**config.mk**
```make
export PLATFORM = sky130hd
export DESIGN_NAME = ebml_doctype_probe_core
export DESIGN_NICKNAME = d
export VERILOG_FILES = /design/src/sv/edp_pkg.sv /design/src/sv/ebml_doctype_probe_core.sv
export SDC_FILE = /design/constraint.sdc
export NUM_CORES = 1
export LEC_CHECK = 0
export ABC_AREA = 1
export BUFFER_PORTS_ARGS = -buffer_cell sky130_fd_sc_hd__buf_2
export CORE_ASPECT_RATIO = 1.75
export CORE_UTILIZATION = 49
export DETAILED_ROUTE_END_ITERATION = 7
export SYNTH_ARGS = -nofsm -noshare
export SYNTH_HDL_FRONTEND = slang
export SYNTH_SLANG_ARGS = --single-unit
```
**constraint.sdc**
```tcl
create_clock -name clk -period 5.6 [get_ports clk]
set_input_delay 1.12 -clock clk [delete_from_list [all_inputs] [get_ports clk]]
set_output_delay 1.12 -clock clk [all_outputs]
set_load 0.01 [all_outputs]
```
**src/sv/edp_pkg.sv**
```systemverilog
// Shared constants and types for the EBML doctype probe.
`default_nettype none

package edp_pkg;

  // Largest length descriptor accepted by default (EBML allows up to eight bytes).
  localparam int MAX_LENGTH_BYTES_DEF = 8;

  localparam logic [31:0] EBML_MAGIC = 32'h1A45_DFA3;
  localparam logic [63:0] DOC_LONG   = 64'h6D61_7472_6F73_6B61;  // "matroska"
  localparam logic [31:0] DOC_SHORT  = 32'h7765_626D;            // "webm"

  localparam int SIZE_W = 56;
  localparam int WIN_W  = 64;

  localparam logic [1:0] VERDICT_REJECT = 2'd0;
  localparam logic [1:0] VERDICT_EBML   = 2'd1;
  localparam logic [1:0] VERDICT_MKV    = 2'd2;

  typedef enum logic [4:0] {
    PH_MAGIC     = 5'b00001,
    PH_LEN_FIRST = 5'b00010,
    PH_LEN_REST  = 5'b00100,
    PH_BODY      = 5'b01000,
    PH_DONE      = 5'b10000
  } phase_t;

endpackage

`default_nettype wire

```
**src/sv/ebml_doctype_probe_core.sv**
```systemverilog
// Top level of the EBML header probe: magic check, size decode and doctype scan.
//
// Usage: the file's leading bytes enter one per beat on the in_ channel
// (in_data_byte, with in_last_byte high on the final byte of a probe). The
// block checks the EBML magic, decodes the variable-length header size and
// scans the header body for "matroska" or "webm". It delivers at most one
// verdict per probe on the out_ channel: 0 not matroska, 1 EBML header with
// an unknown doctype, 2 matroska or webm. The verdict appears as soon as it
// is decided, or with the final byte. Bytes after a verdict give no beat.
// Throughput is one byte per cycle unless a held verdict stalls input; a verdict
// is valid the cycle after its deciding byte. Each byte passes through a single
// layer of logic (window shift, two compares, a 56-bit decrement and zero
// test) between the probe state registers and the result register.
// A single result register sits on the output: while it holds an untaken
// verdict and out_ready is low, in_ready is low and input stalls; as soon
// as the verdict is taken a new byte is accepted in the same cycle.
// Synchronous reset (rst_n low) returns the probe to the magic check and
// empties the result register.
`default_nettype none

module ebml_doctype_probe_core #(
  parameter int MAX_LENGTH_BYTES = edp_pkg::MAX_LENGTH_BYTES_DEF
) (
  input  wire logic       clk,
  input  wire logic       rst_n,
  input  wire logic       in_valid,
  output logic            in_ready,
  input  wire logic [7:0] in_data_byte,
  input  wire logic       in_last_byte,
  output logic            out_valid,
  input  wire logic       out_ready,
  output logic [1:0]      out_verdict
);

  localparam int LenW = (MAX_LENGTH_BYTES > 1) ? $clog2(MAX_LENGTH_BYTES) : 1;

  edp_pkg::phase_t                phase_r, phase_nxt;
  logic [1:0]                     magic_pos_r, magic_pos_nxt;
  logic [LenW-1:0]                len_left_r, len_left_nxt;
  logic [edp_pkg::SIZE_W-1:0]     hdr_left_r, hdr_left_nxt;
  logic [edp_pkg::WIN_W-1:0]      window_r, window_nxt;
  logic [3:0]                     seen_r, seen_nxt;
  logic                           doctype_r, doctype_nxt;
  logic                           out_valid_r;
  logic [1:0]                     out_verdict_r;

  logic                           in_fire;
  logic                           res_valid;
  logic [1:0]                     res_verdict;
  logic                           enter_body;
  logic [7:0]                     magic_byte;
  logic                           lead_found;
  logic [2:0]                     lead_pos;
  logic                           lead_ok;
  logic [7:0]                     body_mask;

  assign in_ready    = ~out_valid_r | out_ready;
  assign in_fire     = in_valid & in_ready;
  assign out_valid   = out_valid_r;
  assign out_verdict = out_verdict_r;

  assign magic_byte = edp_pkg::EBML_MAGIC[{~magic_pos_r, 3'b000} +: 8];

  // Leading one of the first length byte, counted from the top bit.
  always_comb begin
    lead_found = 1'b0;
    lead_pos   = 3'd0;
    for (int i = 0; i < 8; i++) begin
      if (!lead_found && in_data_byte[7-i]) begin
        lead_found = 1'b1;
        lead_pos   = 3'(i);
      end
    end
  end

  assign lead_ok   = lead_found && (32'(lead_pos) < 32'(MAX_LENGTH_BYTES));
  assign body_mask = 8'h7F >> lead_pos;

  always_comb begin
    phase_nxt     = phase_r;
    magic_pos_nxt = magic_pos_r;
    len_left_nxt  = len_left_r;
    hdr_left_nxt  = hdr_left_r;
    window_nxt    = window_r;
    seen_nxt      = seen_r;
    doctype_nxt   = doctype_r;
    res_valid     = 1'b0;
    res_verdict   = edp_pkg::VERDICT_REJECT;
    enter_body    = 1'b0;

    case (phase_r)
      edp_pkg::PH_MAGIC: begin
        if (in_data_byte != magic_byte) begin
          res_valid = 1'b1;
          phase_nxt = edp_pkg::PH_DONE;
        end else if (magic_pos_r == 2'd3) begin
          phase_nxt = edp_pkg::PH_LEN_FIRST;
        end else begin
          magic_pos_nxt = magic_pos_r + 2'd1;
        end
      end
      edp_pkg::PH_LEN_FIRST: begin
        if (!lead_ok) begin
          res_valid = 1'b1;
          phase_nxt = edp_pkg::PH_DONE;
        end else begin
          hdr_left_nxt = {{(edp_pkg::SIZE_W-8){1'b0}}, in_data_byte & body_mask};
          len_left_nxt = LenW'(lead_pos);
          if (lead_pos == 3'd0) begin
            enter_body = 1'b1;
          end else begin
            phase_nxt = edp_pkg::PH_LEN_REST;
          end
        end
      end
      edp_pkg::PH_LEN_REST: begin
        hdr_left_nxt = {hdr_left_r[edp_pkg::SIZE_W-9:0], in_data_byte};
        if (len_left_r != '0) begin
          len_left_nxt = len_left_r - LenW'(1);
        end
        if (len_left_nxt == '0) begin
          enter_body = 1'b1;
        end
      end
      edp_pkg::PH_BODY: begin
        window_nxt = {window_r[edp_pkg::WIN_W-9:0], in_data_byte};
        if (seen_r < 4'd8) begin
          seen_nxt = seen_r + 4'd1;
        end
        if (seen_nxt >= 4'd8 && window_nxt == edp_pkg::DOC_LONG) begin
          doctype_nxt = 1'b1;
        end
        if (seen_nxt >= 4'd4 && window_nxt[31:0] == edp_pkg::DOC_SHORT) begin
          doctype_nxt = 1'b1;
        end
        if (hdr_left_r != '0) begin
          hdr_left_nxt = hdr_left_r - {{(edp_pkg::SIZE_W-1){1'b0}}, 1'b1};
        end
        if (hdr_left_nxt == '0) begin
          res_valid   = 1'b1;
          res_verdict = doctype_nxt ? edp_pkg::VERDICT_MKV : edp_pkg::VERDICT_EBML;
          phase_nxt   = edp_pkg::PH_DONE;
        end
      end
      default: begin
      end
    endcase

    // On the last length byte the doctype scan is cleared; an empty header body is decided on that byte.
    if (enter_body) begin
      window_nxt  = '0;
      seen_nxt    = 4'd0;
      doctype_nxt = 1'b0;
      if (hdr_left_nxt == '0) begin
        res_valid   = 1'b1;
        res_verdict = edp_pkg::VERDICT_EBML;
        phase_nxt   = edp_pkg::PH_DONE;
      end else begin
        phase_nxt = edp_pkg::PH_BODY;
      end
    end

    // The final byte closes the probe: an undecided probe is rejected.
    if (in_last_byte) begin
      if (!res_valid && phase_nxt != edp_pkg::PH_DONE) begin
        res_valid   = 1'b1;
        res_verdict = edp_pkg::VERDICT_REJECT;
      end
      phase_nxt     = edp_pkg::PH_MAGIC;
      magic_pos_nxt = 2'd0;
      len_left_nxt  = '0;
      hdr_left_nxt  = '0;
      window_nxt    = '0;
      seen_nxt      = 4'd0;
      doctype_nxt   = 1'b0;
    end
  end

  always_ff @(posedge clk) begin
    if (!rst_n) begin
      phase_r     <= edp_pkg::PH_MAGIC;
      magic_pos_r <= 2'd0;
      len_left_r  <= '0;
      seen_r      <= 4'd0;
      doctype_r   <= 1'b0;
    end else if (in_fire) begin
      phase_r     <= phase_nxt;
      magic_pos_r <= magic_pos_nxt;
      len_left_r  <= len_left_nxt;
      seen_r      <= seen_nxt;
      doctype_r   <= doctype_nxt;
    end
  end

  always_ff @(posedge clk) begin
    if (in_fire) begin
      hdr_left_r <= hdr_left_nxt;
      window_r   <= window_nxt;
    end
  end

  always_ff @(posedge clk) begin
    if (!rst_n) begin
      out_valid_r <= 1'b0;
    end else if (in_ready) begin
      out_valid_r <= in_fire & res_valid;
    end
  end

  always_ff @(posedge clk) begin
    if (in_fire && res_valid) begin
      out_verdict_r <= res_verdict;
    end
  end

`ifndef SYNTH
  a_body_has_bytes: assert property (@(posedge clk) disable iff (!rst_n)
    (phase_r == edp_pkg::PH_BODY) |-> (hdr_left_r != '0))
    else $error("header body entered with no bytes left");

  a_last_restarts: assert property (@(posedge clk) disable iff (!rst_n)
    (in_fire && in_last_byte) |=> (phase_r == edp_pkg::PH_MAGIC && magic_pos_r == 2'd0))
    else $error("probe did not restart after the final byte");

  a_seen_saturates: assert property (@(posedge clk) disable iff (!rst_n)
    seen_r <= 4'd8)
    else $error("header byte count passed its saturation point");

  a_done_silent: assert property (@(posedge clk) disable iff (!rst_n)
    (in_fire && phase_r == edp_pkg::PH_DONE) |=> !out_valid_r)
    else $error("verdict given for a byte after the probe was decided");
`endif

endmodule

`default_nettype wire

```
======== Yosys cells after proc, flatten, opt, wreduce, memory -nomap -nowiden ========
Index checks and enable logic that the tools add are counted.
word-level totals
  register bits ........................... 130
  output and inout port bits .............. 4
  logic and storage cells ................. 136
cells by class
  add/sub/neg operators ................... 4
  $lt $le $gt $ge ......................... 3
  equality and inequality tests ........... 12
  shift operators ......................... 2
  mux-type cells .......................... 68
  bitwise operators ....................... 6
  reduce and logical (&&, ||, !) cells .... 32
operator list
  cell                                                                           count
  56-bit two-way mux                                                             4
  56-bit one-hot mux with 3 select lines                                         1
  56-bit logical NOT                                                             2
  64-bit by 63-bit equality test with 1-bit output (second input constant)       1
  56-bit nonzero test                                                            1
  56-bit by 1-bit subtractor with 56-bit output (second input constant)          1
  5-bit two-way mux                                                              8
  32-bit by 31-bit equality test with 1-bit output (second input constant)       1
  32-bit by 6-bit variable part select with 8-bit output (first input constant)  1
  3-bit two-way mux                                                              10
  1-bit two-way mux                                                              25
  2-bit two-way mux                                                              11
  4-bit two-way mux                                                              5
  5-bit one-hot mux with 3 select lines                                          1
  1-bit logical AND                                                              11
  3-bit nonzero test                                                             3
  8-bit bitwise AND                                                              1
  1-bit logical NOT                                                              8
  8-bit inequality test                                                          1
  7-bit by 3-bit right shift with 8-bit output (first input constant)            1
  3-bit logical NOT                                                              2
  3-bit one-hot mux with 2 select lines                                          1
  5-bit by 1-bit equality test with 1-bit output (second input constant)         1
  5-bit by 2-bit equality test with 1-bit output (second input constant)         1
  other kinds (23)                                                               25

======== Depth between registers and ports, before layout ========
Gate-level depths: netlist (run 1).
  depth after elaboration ................. 34
  depth in mapped cells ................... 26

======== Worst setup path after synthesis (run 1) ========
No wires, ideal clock.
  path kind ............................... input -> register
  from .................................... input out_ready
  to ...................................... register seen_r[1]
  arrival time ............................ 4.541 ns
  path slack .............................. 0.963 ns
  cell stages on the path ................. 8
  cell sequence ........................... inv_1 nand2_1 nand2_1 inv_1 nand2_1 nand2_1 inv_1 a221oi_1
between the ends
  longest elaborated chain between the ends .. 3
ends and longest elaborated chain
  element                        RTL line                        text
  start, declared                ebml_doctype_probe_core.sv:31   input wire logic out_ready,
  1-bit OR                       ebml_doctype_probe_core.sv:57   assign in_ready = ~out_valid_r | out_ready;
  via in_ready                   ebml_doctype_probe_core.sv:27   output logic in_ready,
  1-bit bitwise AND              ebml_doctype_probe_core.sv:58   assign in_fire = in_valid & in_ready;
  via in_fire                    ebml_doctype_probe_core.sv:47   logic in_fire;
  2-bit AND reduction (no line)  -
  end signal, assigned           ebml_doctype_probe_core.sv:190  seen_r <= seen_nxt;
  end, declared                  ebml_doctype_probe_core.sv:42   logic [3:0] seen_r, seen_nxt;
The timed path passes the listed nets, and every way through them passes these cells.
A chain may end at the register's enable or synchronous reset.

======== Worst setup path in the final report (run 1) ========
  from .................................... register hdr_left_r[0] (netlist name)
  to ...................................... register out_verdict_r[1], in the netlist out_verdict[1], enable pin
between the ends
  longest elaborated chain between the ends .. 13
ends and longest elaborated chain
  element                                                                                 RTL line                        text
  start, declared                                                                         ebml_doctype_probe_core.sv:40   logic [edp_pkg::SIZE_W-1:0] hdr_left_r, hdr_left_nxt;
  start signal, assigned                                                                  ebml_doctype_probe_core.sv:197  hdr_left_r <= hdr_left_nxt;
  branches (longest 11 deep; another with 56-bit by 1-bit subtractor with 56-bit output)  -
  1-bit two-way mux (*)                                                                   ebml_doctype_probe_core.sv:164  if (in_last_byte) begin
  1-bit logical AND (*)                                                                   ebml_doctype_probe_core.sv:211  if (in_fire && res_valid) begin
  end signal, assigned                                                                    ebml_doctype_probe_core.sv:212  out_verdict_r <= res_verdict;
  end, declared                                                                           ebml_doctype_probe_core.sv:45   logic [1:0] out_verdict_r;
Mark *: on every way between the ends. The select of a mux whose other input is x is not followed.

==> out/results.ini, run 1 <==
[sta]
clock_skew_ns=0.0131
finalHoldViolations=0
fmax_ghz=0.242
setup_viol=0
grt_setup_unrepaired=false
slew_headroom=0.394
fin_crit_ns=4.14
worst_slew_pin_slew_ns=0.908
hold_ws_ns=0.501
fin_setup_tns_ns=0
period_share=0.739
final-max-slew-violation-count=0
worst_slack_ns=1.46

[clock_tree]
htree_levels=4
post_cts_resized=0
numClockSinks=130
clk_pin_slew_ns=0.06
ctsHoldBuffers=0
clk_path_buf_depth=2
cts_setup_buffers=0
numCtsBuffers=17
worstSkewPairLatency_ns=0.44
cts_tree=yes
root_buffer=clkbuf_16

[logic_synthesis]
syn-instance-count=1326
netlist_area_mm2=0.00925
async_reset_ff_frac=0
synth-seq-cells=130
syn_nets=1348
synth_flop_cell=edfxtp_1
ys_seq_area_frac=0.405
yosys.area.top_type=edfxtp_1
ys_warn_count=0
synth_area_leaders=edfxtp_1 (37%), nand2_1 (14%), nor2_1 (11%)
syn_avg_cell_area_um2=6.98
synth_edf_count=114
synth_top_area_frac=0.370
synth_cell_type_count=42

[power]
clockPowerShare=0.435
pwr-share-comb=0.138
p_sw_frac=0.295
p_total_uw=2840
powerDensity_mw_per_mm2=280
p_seq_frac=0.428
ir_worst_vdd_v=0.000219
p_int_uw=2010
p_sw_uw=838
static-leakage-power_uw=0.00446

[die]
io_pins=17
num_rows=66
core_mm2=0.0185
die_h_um=184
fp.dieW_um=106
start_util=0.500
dieArea_mm2=0.0195

[cells_and_area]
area_growth_pct=9.93
drive_gt1_frac=0.0659
postLayoutCellArea_mm2=0.0102
most-common-layout-cells=nand2_1 (338), nor2_1 (279), inv_1 (169)
nFillCells=1899
layout.cells.most_common=nand2_1
final_nets=1360
antenna_cells=0

[hold_path]
hold_class=reg -> reg

[placement]
hpwl_mm=24.7
portBuffers=16
dpl-instance-area_mm2=0.00954
place_congestion=0.986
dp_slack_ns=1.25

[worst_setup_path]
critical_path_class=reg -> reg
crit_required_ns=5.80
crit_fanout=61
worst_setup_path_end_kind=register
startpoint_type=register
crit_arrival_ns=4.34

[route]
viasPerCell=5.60
vias=8898
route.detailed.drc=0
final_antenna_net_count=0
firstDrtPassIters=5
drt_iter0_markers=594
post_drt_wl_per_cell_um=20.3
wirelength_mm=32.2

[grt]
grt_max_degree=62
grt_overflow=0
antenna_found_initial=0
grt_pass1_vias=8809
grtUsageTotal=0.343
grt_pass1_wl_mm=48.7

[outcome]
outcome=complete, no violations

[flow_run]
cap_violations=0

area by class of cell:
type,count,area (µm²),area share
flip-flops and latches,130,3740,0.368
multi-input cells,987,4660,0.459
inverters,171,642,0.0631
repair buffers,31,193,0.0189
clock inverters,14,200,0.0197
well taps,238,298,0.0293
clock buffers,18,429,0.0422
logic make-up after synthesis:
kind of cell / Yosys count / synth area share
AND/OR/NAND/NOR: 777 / 0.355
flip-flops: 130 / 0.405
buffers and inverters: 209 / 0.0914
AO/OA/AOI/OAI: 175 / 0.112
adder cells (fa/ha/maj): 9 / 0.0122
XOR/XNOR: 26 / 0.0246
synth_stat cells, drive strengths merged (2+ instances only):
master / instances
a211oi: 5
a21oi: 56
a22oi: 45
a31oi: 2
and3: 2
buf: 25
clkbuf: 13
dfxtp: 16
edfxtp: 114
ha: 9
inv: 171
nand2: 348
nand3: 80
nand3b: 19
nand4: 19
nor2: 290
nor3: 3
nor4: 13
o211ai: 2
o21a: 2
o21ai: 58
xnor2: 10
xor2: 16
worst max-delay path, stage by stage, from the launching register on:
cell and delay, ns:
edfxtp_1 0.40, inv_1 0.20, ha_1 0.39, nand2_4 0.16, nor2_8 0.20, nand2_2 0.09, nor2_4 0.13, nand2_4 0.36
buf_4 0.41, nand3_1 0.14, nand2_1 0.06, nor2_1 0.19, nand2_1 0.07, nor2_1 0.10, nand2_1 0.06, nor2_1 0.21
nand2_1 0.12, nand2_2 0.09, nand2_1 0.08, nor2_1 0.09, nand2_1 0.06, nand2_1 0.05, nand2_1 0.09, nand2_2 0.07
inv_1 0.07
registers in the layout (all words and copies together) (netlist names):
register / flops
seen_r: 4
doctype_r: 1
window_r: 56
phase_r: 5
hdr_left_r: 56
out_valid: 1
out_verdict: 2
magic_pos_r: 2
len_left_r: 3
metrics by stage:
stage | utilization | cells
after CTS | 0.550 | 1589
after detailed placement | 0.516 | 1557
after floorplan | - | 1326
final | 0.550 | 1589
after global routing | 0.550 | 1589
after global placement | 0.516 | 1557
metal layers:
metal | GRT usage | routed length [µm] | up-vias
met5 | 0 | 0 | -
met4 | 0.331 | 3400 | 0
met3 | 0.0564 | 1370 | 154
met2 | 0.616 | 16500 | 332
met1 | 0.323 | 10900 | 4049
li1 | - | - | 4363
worst paths after layout:
path	slack, ns	depth (start not counted)	start	end
worst min register to register	0.50	2	phase_r[3]	phase_r[3]
worst max-delay path	1.46	24	hdr_left_r[0]	out_verdict[1]
worst min-delay path	0.50	2	phase_r[3]	phase_r[3]
worst max register to register	1.46	24	hdr_left_r[0]	out_verdict[1]
power groups by stage:
stage          clock network [µW]  registers [µW]  logic, µW
6_report                     1240            1220        392
5_1_grt                      1280            1220        437
4_1_cts                      1250            1210        390
3_5_place_dp                    0            1230        388
3_3_place_gp                    0            1230        388
2_1_floorplan                   0            1190        276
Power figures use the tool's default switching activity.
==> run 2, diff against run 1 <==
--- a/config.mk
+++ b/config.mk
@@ -5,11 +5,12 @@
 export SDC_FILE = /design/constraint.sdc
 export NUM_CORES = 1
 export LEC_CHECK = 0
-export ABC_AREA = 1
+export ABC_AREA = 0
 export BUFFER_PORTS_ARGS = -buffer_cell sky130_fd_sc_hd__buf_2
 export CORE_ASPECT_RATIO = 1.75
 export CORE_UTILIZATION = 49
 export DETAILED_ROUTE_END_ITERATION = 7
+export PLACE_DENSITY = 0.67
 export SYNTH_ARGS = -nofsm -noshare
 export SYNTH_HDL_FRONTEND = slang
 export SYNTH_SLANG_ARGS = --single-unit
==> constraint.sdc (replaced) <==
create_clock -name clk -period 3.55 [get_ports clk]
set_input_delay 0.71 -clock clk [delete_from_list [all_inputs] [get_ports clk]]
set_output_delay 0.71 -clock clk [all_outputs]
set_load 0.01 [all_outputs]
==> out/results.ini, run 2 <==
[placement]
dp_cells=1557  ; unchanged
portBuffers=16  ; unchanged
dpl-instance-area_mm2=0.0119  ; +25%
dp_slack_ns=-1.21  ; -2.45 ns
hpwl_mm=34.2  ; +38%
place_congestion=1.15  ; +17%

[clock_tree]
numCtsBuffers=17  ; unchanged
numClockSinks=130  ; unchanged
root_buffer=clkbuf_16
ctsHoldBuffers=0  ; unchanged
clk_path_buf_depth=2  ; unchanged
htree_levels=4  ; unchanged
clk_pin_slew_ns=0.07  ; about the same
cts_tree=yes
worstSkewPairLatency_ns=0.45  ; about the same

[worst_setup_path]
critPathLaunch=hdr_left_r[12]
worst_setup_path_end_kind=register
startpoint_type=register
crit_arrival_ns=4.59  ; +0.25 ns
crit_required_ns=3.70  ; -2.10 ns
crit_fanout=3  ; -95%
r2r-start=hdr_left_r[12]
critical_path_class=reg -> reg

[route]
viasPerCell=6.80  ; +21%
vias=11000  ; +23%
wirelength_mm=46.8  ; +45%
firstDrtPassIters=8  ; +3
final_antenna_net_count=0  ; unchanged
post_drt_wl_per_cell_um=29.1  ; +44%
route.detailed.drc=0  ; unchanged
drt_iter0_markers=1322  ; +120%

[power]
powerDensity_mw_per_mm2=348  ; +24%
ir_worst_vdd_v=0.000313  ; +43%
clockPowerShare=0.408  ; -0.027
p_sw_frac=0.288  ; -0.00632
p_sw_uw=1310  ; +57%
static-leakage-power_uw=0.00506  ; +14%
pwr-share-comb=0.190  ; +0.052
p_int_uw=3240  ; +62%
p_seq_frac=0.403  ; -0.025
p_total_uw=4550  ; +60%

[logic_synthesis]
syn_nets=1049  ; -22%
synth_top_area_frac=0.379  ; +0.00939
async_reset_ff_frac=0  ; unchanged
ys_seq_area_frac=0.415  ; +0.0103
yosys.area.top_type=edfxtp_1
yosys-top-cells-count=edfxtp_1 (114), nor2_1 (112), nand2_1 (78)
netlist_area_mm2=0.00902  ; -2.5%
synth_flop_cell=edfxtp_1
synth_edf_count=114  ; unchanged
synth-seq-cells=130  ; unchanged
synth_cell_type_count=77  ; +83%
syn-instance-count=1027  ; -23%
synth_most_common_cell=edfxtp_1
syn_avg_cell_area_um2=8.78  ; +26%
ys_warn_count=0  ; unchanged
synth_area_leaders=edfxtp_1 (38%), nor2_1 (4.7%), and2_1 (4.2%)

[cells_and_area]
top_regs=hdr_left_r (56), window_r (56), phase_r (5)
layout.cells.most_common=buf_4
area_growth_pct=45.1
postLayoutCellArea_mm2=0.0131  ; +29%
nFillCells=1412  ; -26%
antenna_cells=0  ; unchanged
seqCellArea_mm2=0.00374  ; unchanged
final_nets=1386  ; +1.9%
drive_gt1_frac=0.375  ; +0.309
final_cells=1611  ; +1.4%
most-common-layout-cells=buf_4 (369), edfxtp_1 (114), nor2_1 (106)
multi_input_area_mm2=0.00527  ; +13%

[outcome]
violations=setup timing
outcome=complete, but fails checks

[grt]
grtUsageTotal=0.520  ; +0.177
grt_pass1_vias=11200  ; +27%
grt_overflow=0  ; unchanged
grt_pass1_wl_mm=71.0  ; +46%
grt_max_degree=58  ; -6.5%
antenna_found_initial=0  ; unchanged

[sta]
worst_slew_pin_slew_ns=0.820  ; -0.0883 ns
fin_crit_ns=4.45  ; +0.311 ns
worst_slack_ns=-0.897  ; -2.36 ns
period_share=1.25  ; +0.514
grt_setup_unrepaired=true
slew_headroom=0.454  ; +0.0595
setup_viol=8  ; +8
finalHoldViolations=0  ; unchanged
final-max-slew-violation-count=0  ; unchanged
fin_setup_tns_ns=-5.80  ; -5.80 ns
clock_skew_ns=0.0153  ; +0.00218 ns
fmax_ghz=0.225  ; -7.0%

[die]
fp.dieW_um=105  ; -1.2%
num_rows=65  ; -1.5%
die_h_um=181  ; -1.2%
dieArea_mm2=0.0190  ; -2.4%
io_pins=17  ; unchanged
start_util=0.500  ; about the same
core_mm2=0.0181  ; -2.4%

[flow_run]
cap_violations=0  ; unchanged

[hold_path]
min-delay-start=doctype_r
hold_class=reg -> reg

-- run 2: worst paths after layout --
kind	endpoint	slack (ns)	cells after the start
worst max register to register	out_verdict[0]	-0.90	15
worst max-delay path	out_verdict[0]	-0.90	15
worst min-delay path	doctype_r	0.50	2
worst min register to register	doctype_r	0.50	2
-- run 2: repair_timing --
item,4_1_cts,5_1_grt
buffers inserted,15,8
pin swaps,14,17
resized for setup,43,40
endpoints found under the hold margin,0,0
endpoints found under the setup margin,10,13
-- run 2: stage by stage --
step,util,hold slack (ns)
after floorplan,-,0.437
after global placement,0.660,0.453
after detailed placement,0.660,0.472
after CTS,0.710,0.493
after global routing,0.725,0.514
final,0.725,0.500
-- run 2: kinds of logic (layout without fill, tap and decap cells) --
logic type / Yosys count / count (layout) / synth area share
simple gates: 501 / 501 / 0.304
flops: 130 / 130 / 0.415
xor+xnor: 36 / 36 / 0.0350
buf+inv: 105 / 455 / 0.0467
mux: 1 / 1 / 0.00111
fa+ha+maj: 9 / 9 / 0.0125
compound gates: 245 / 245 / 0.186
-- run 2: worst max-delay path, stage by stage, from the launching register on --
cell and delay, ns:
edfxtp_1 0.59, nor3_2 0.27, nand4_1 0.12, buf_4 0.22
nor4_4 0.54, o21ai_2 0.14, buf_4 0.19, a211oi_1 0.26
buf_4 0.19, o2111ai_1 0.12, nor4bb_1 0.29, buf_4 0.18
nand3_1 0.11, or4_4 0.53, o211a_1 0.26, nor2_2 0.12
-- run 2: final cells by class --
cell class / instances / share of cell area
clock inverters: 12 / 0.0123
multi-input cells: 792 / 0.402
inverters: 18 / 0.00516
well taps: 234 / 0.0224
repair buffers: 405 / 0.238
clock buffers: 20 / 0.0334
flip-flops and latches: 130 / 0.286
-- run 2: power by group through the flow --
| stage | Combinational [µW] | Sequential (µW) | Clock [µW] |
|---|---|---|---|
| 6_report | 864 | 1830 | 1860 |
| 5_1_grt | 894 | 1840 | 1900 |
| 4_1_cts | 795 | 1830 | 1850 |
| 3_5_place_dp | 764 | 1860 | 0 |
| 3_3_place_gp | 760 | 1850 | 0 |
| 2_1_floorplan | 326 | 1840 | 0 |
-- run 2: per-layer routing --
layer	up-vias	global-route usage	part of all wire
met1	5127	0.469	0.30
met5	-	0.00529	0
met3	413	0.208	0.093
met4	0	0.599	0.15
met2	815	0.823	0.46
li1	4597	-	-
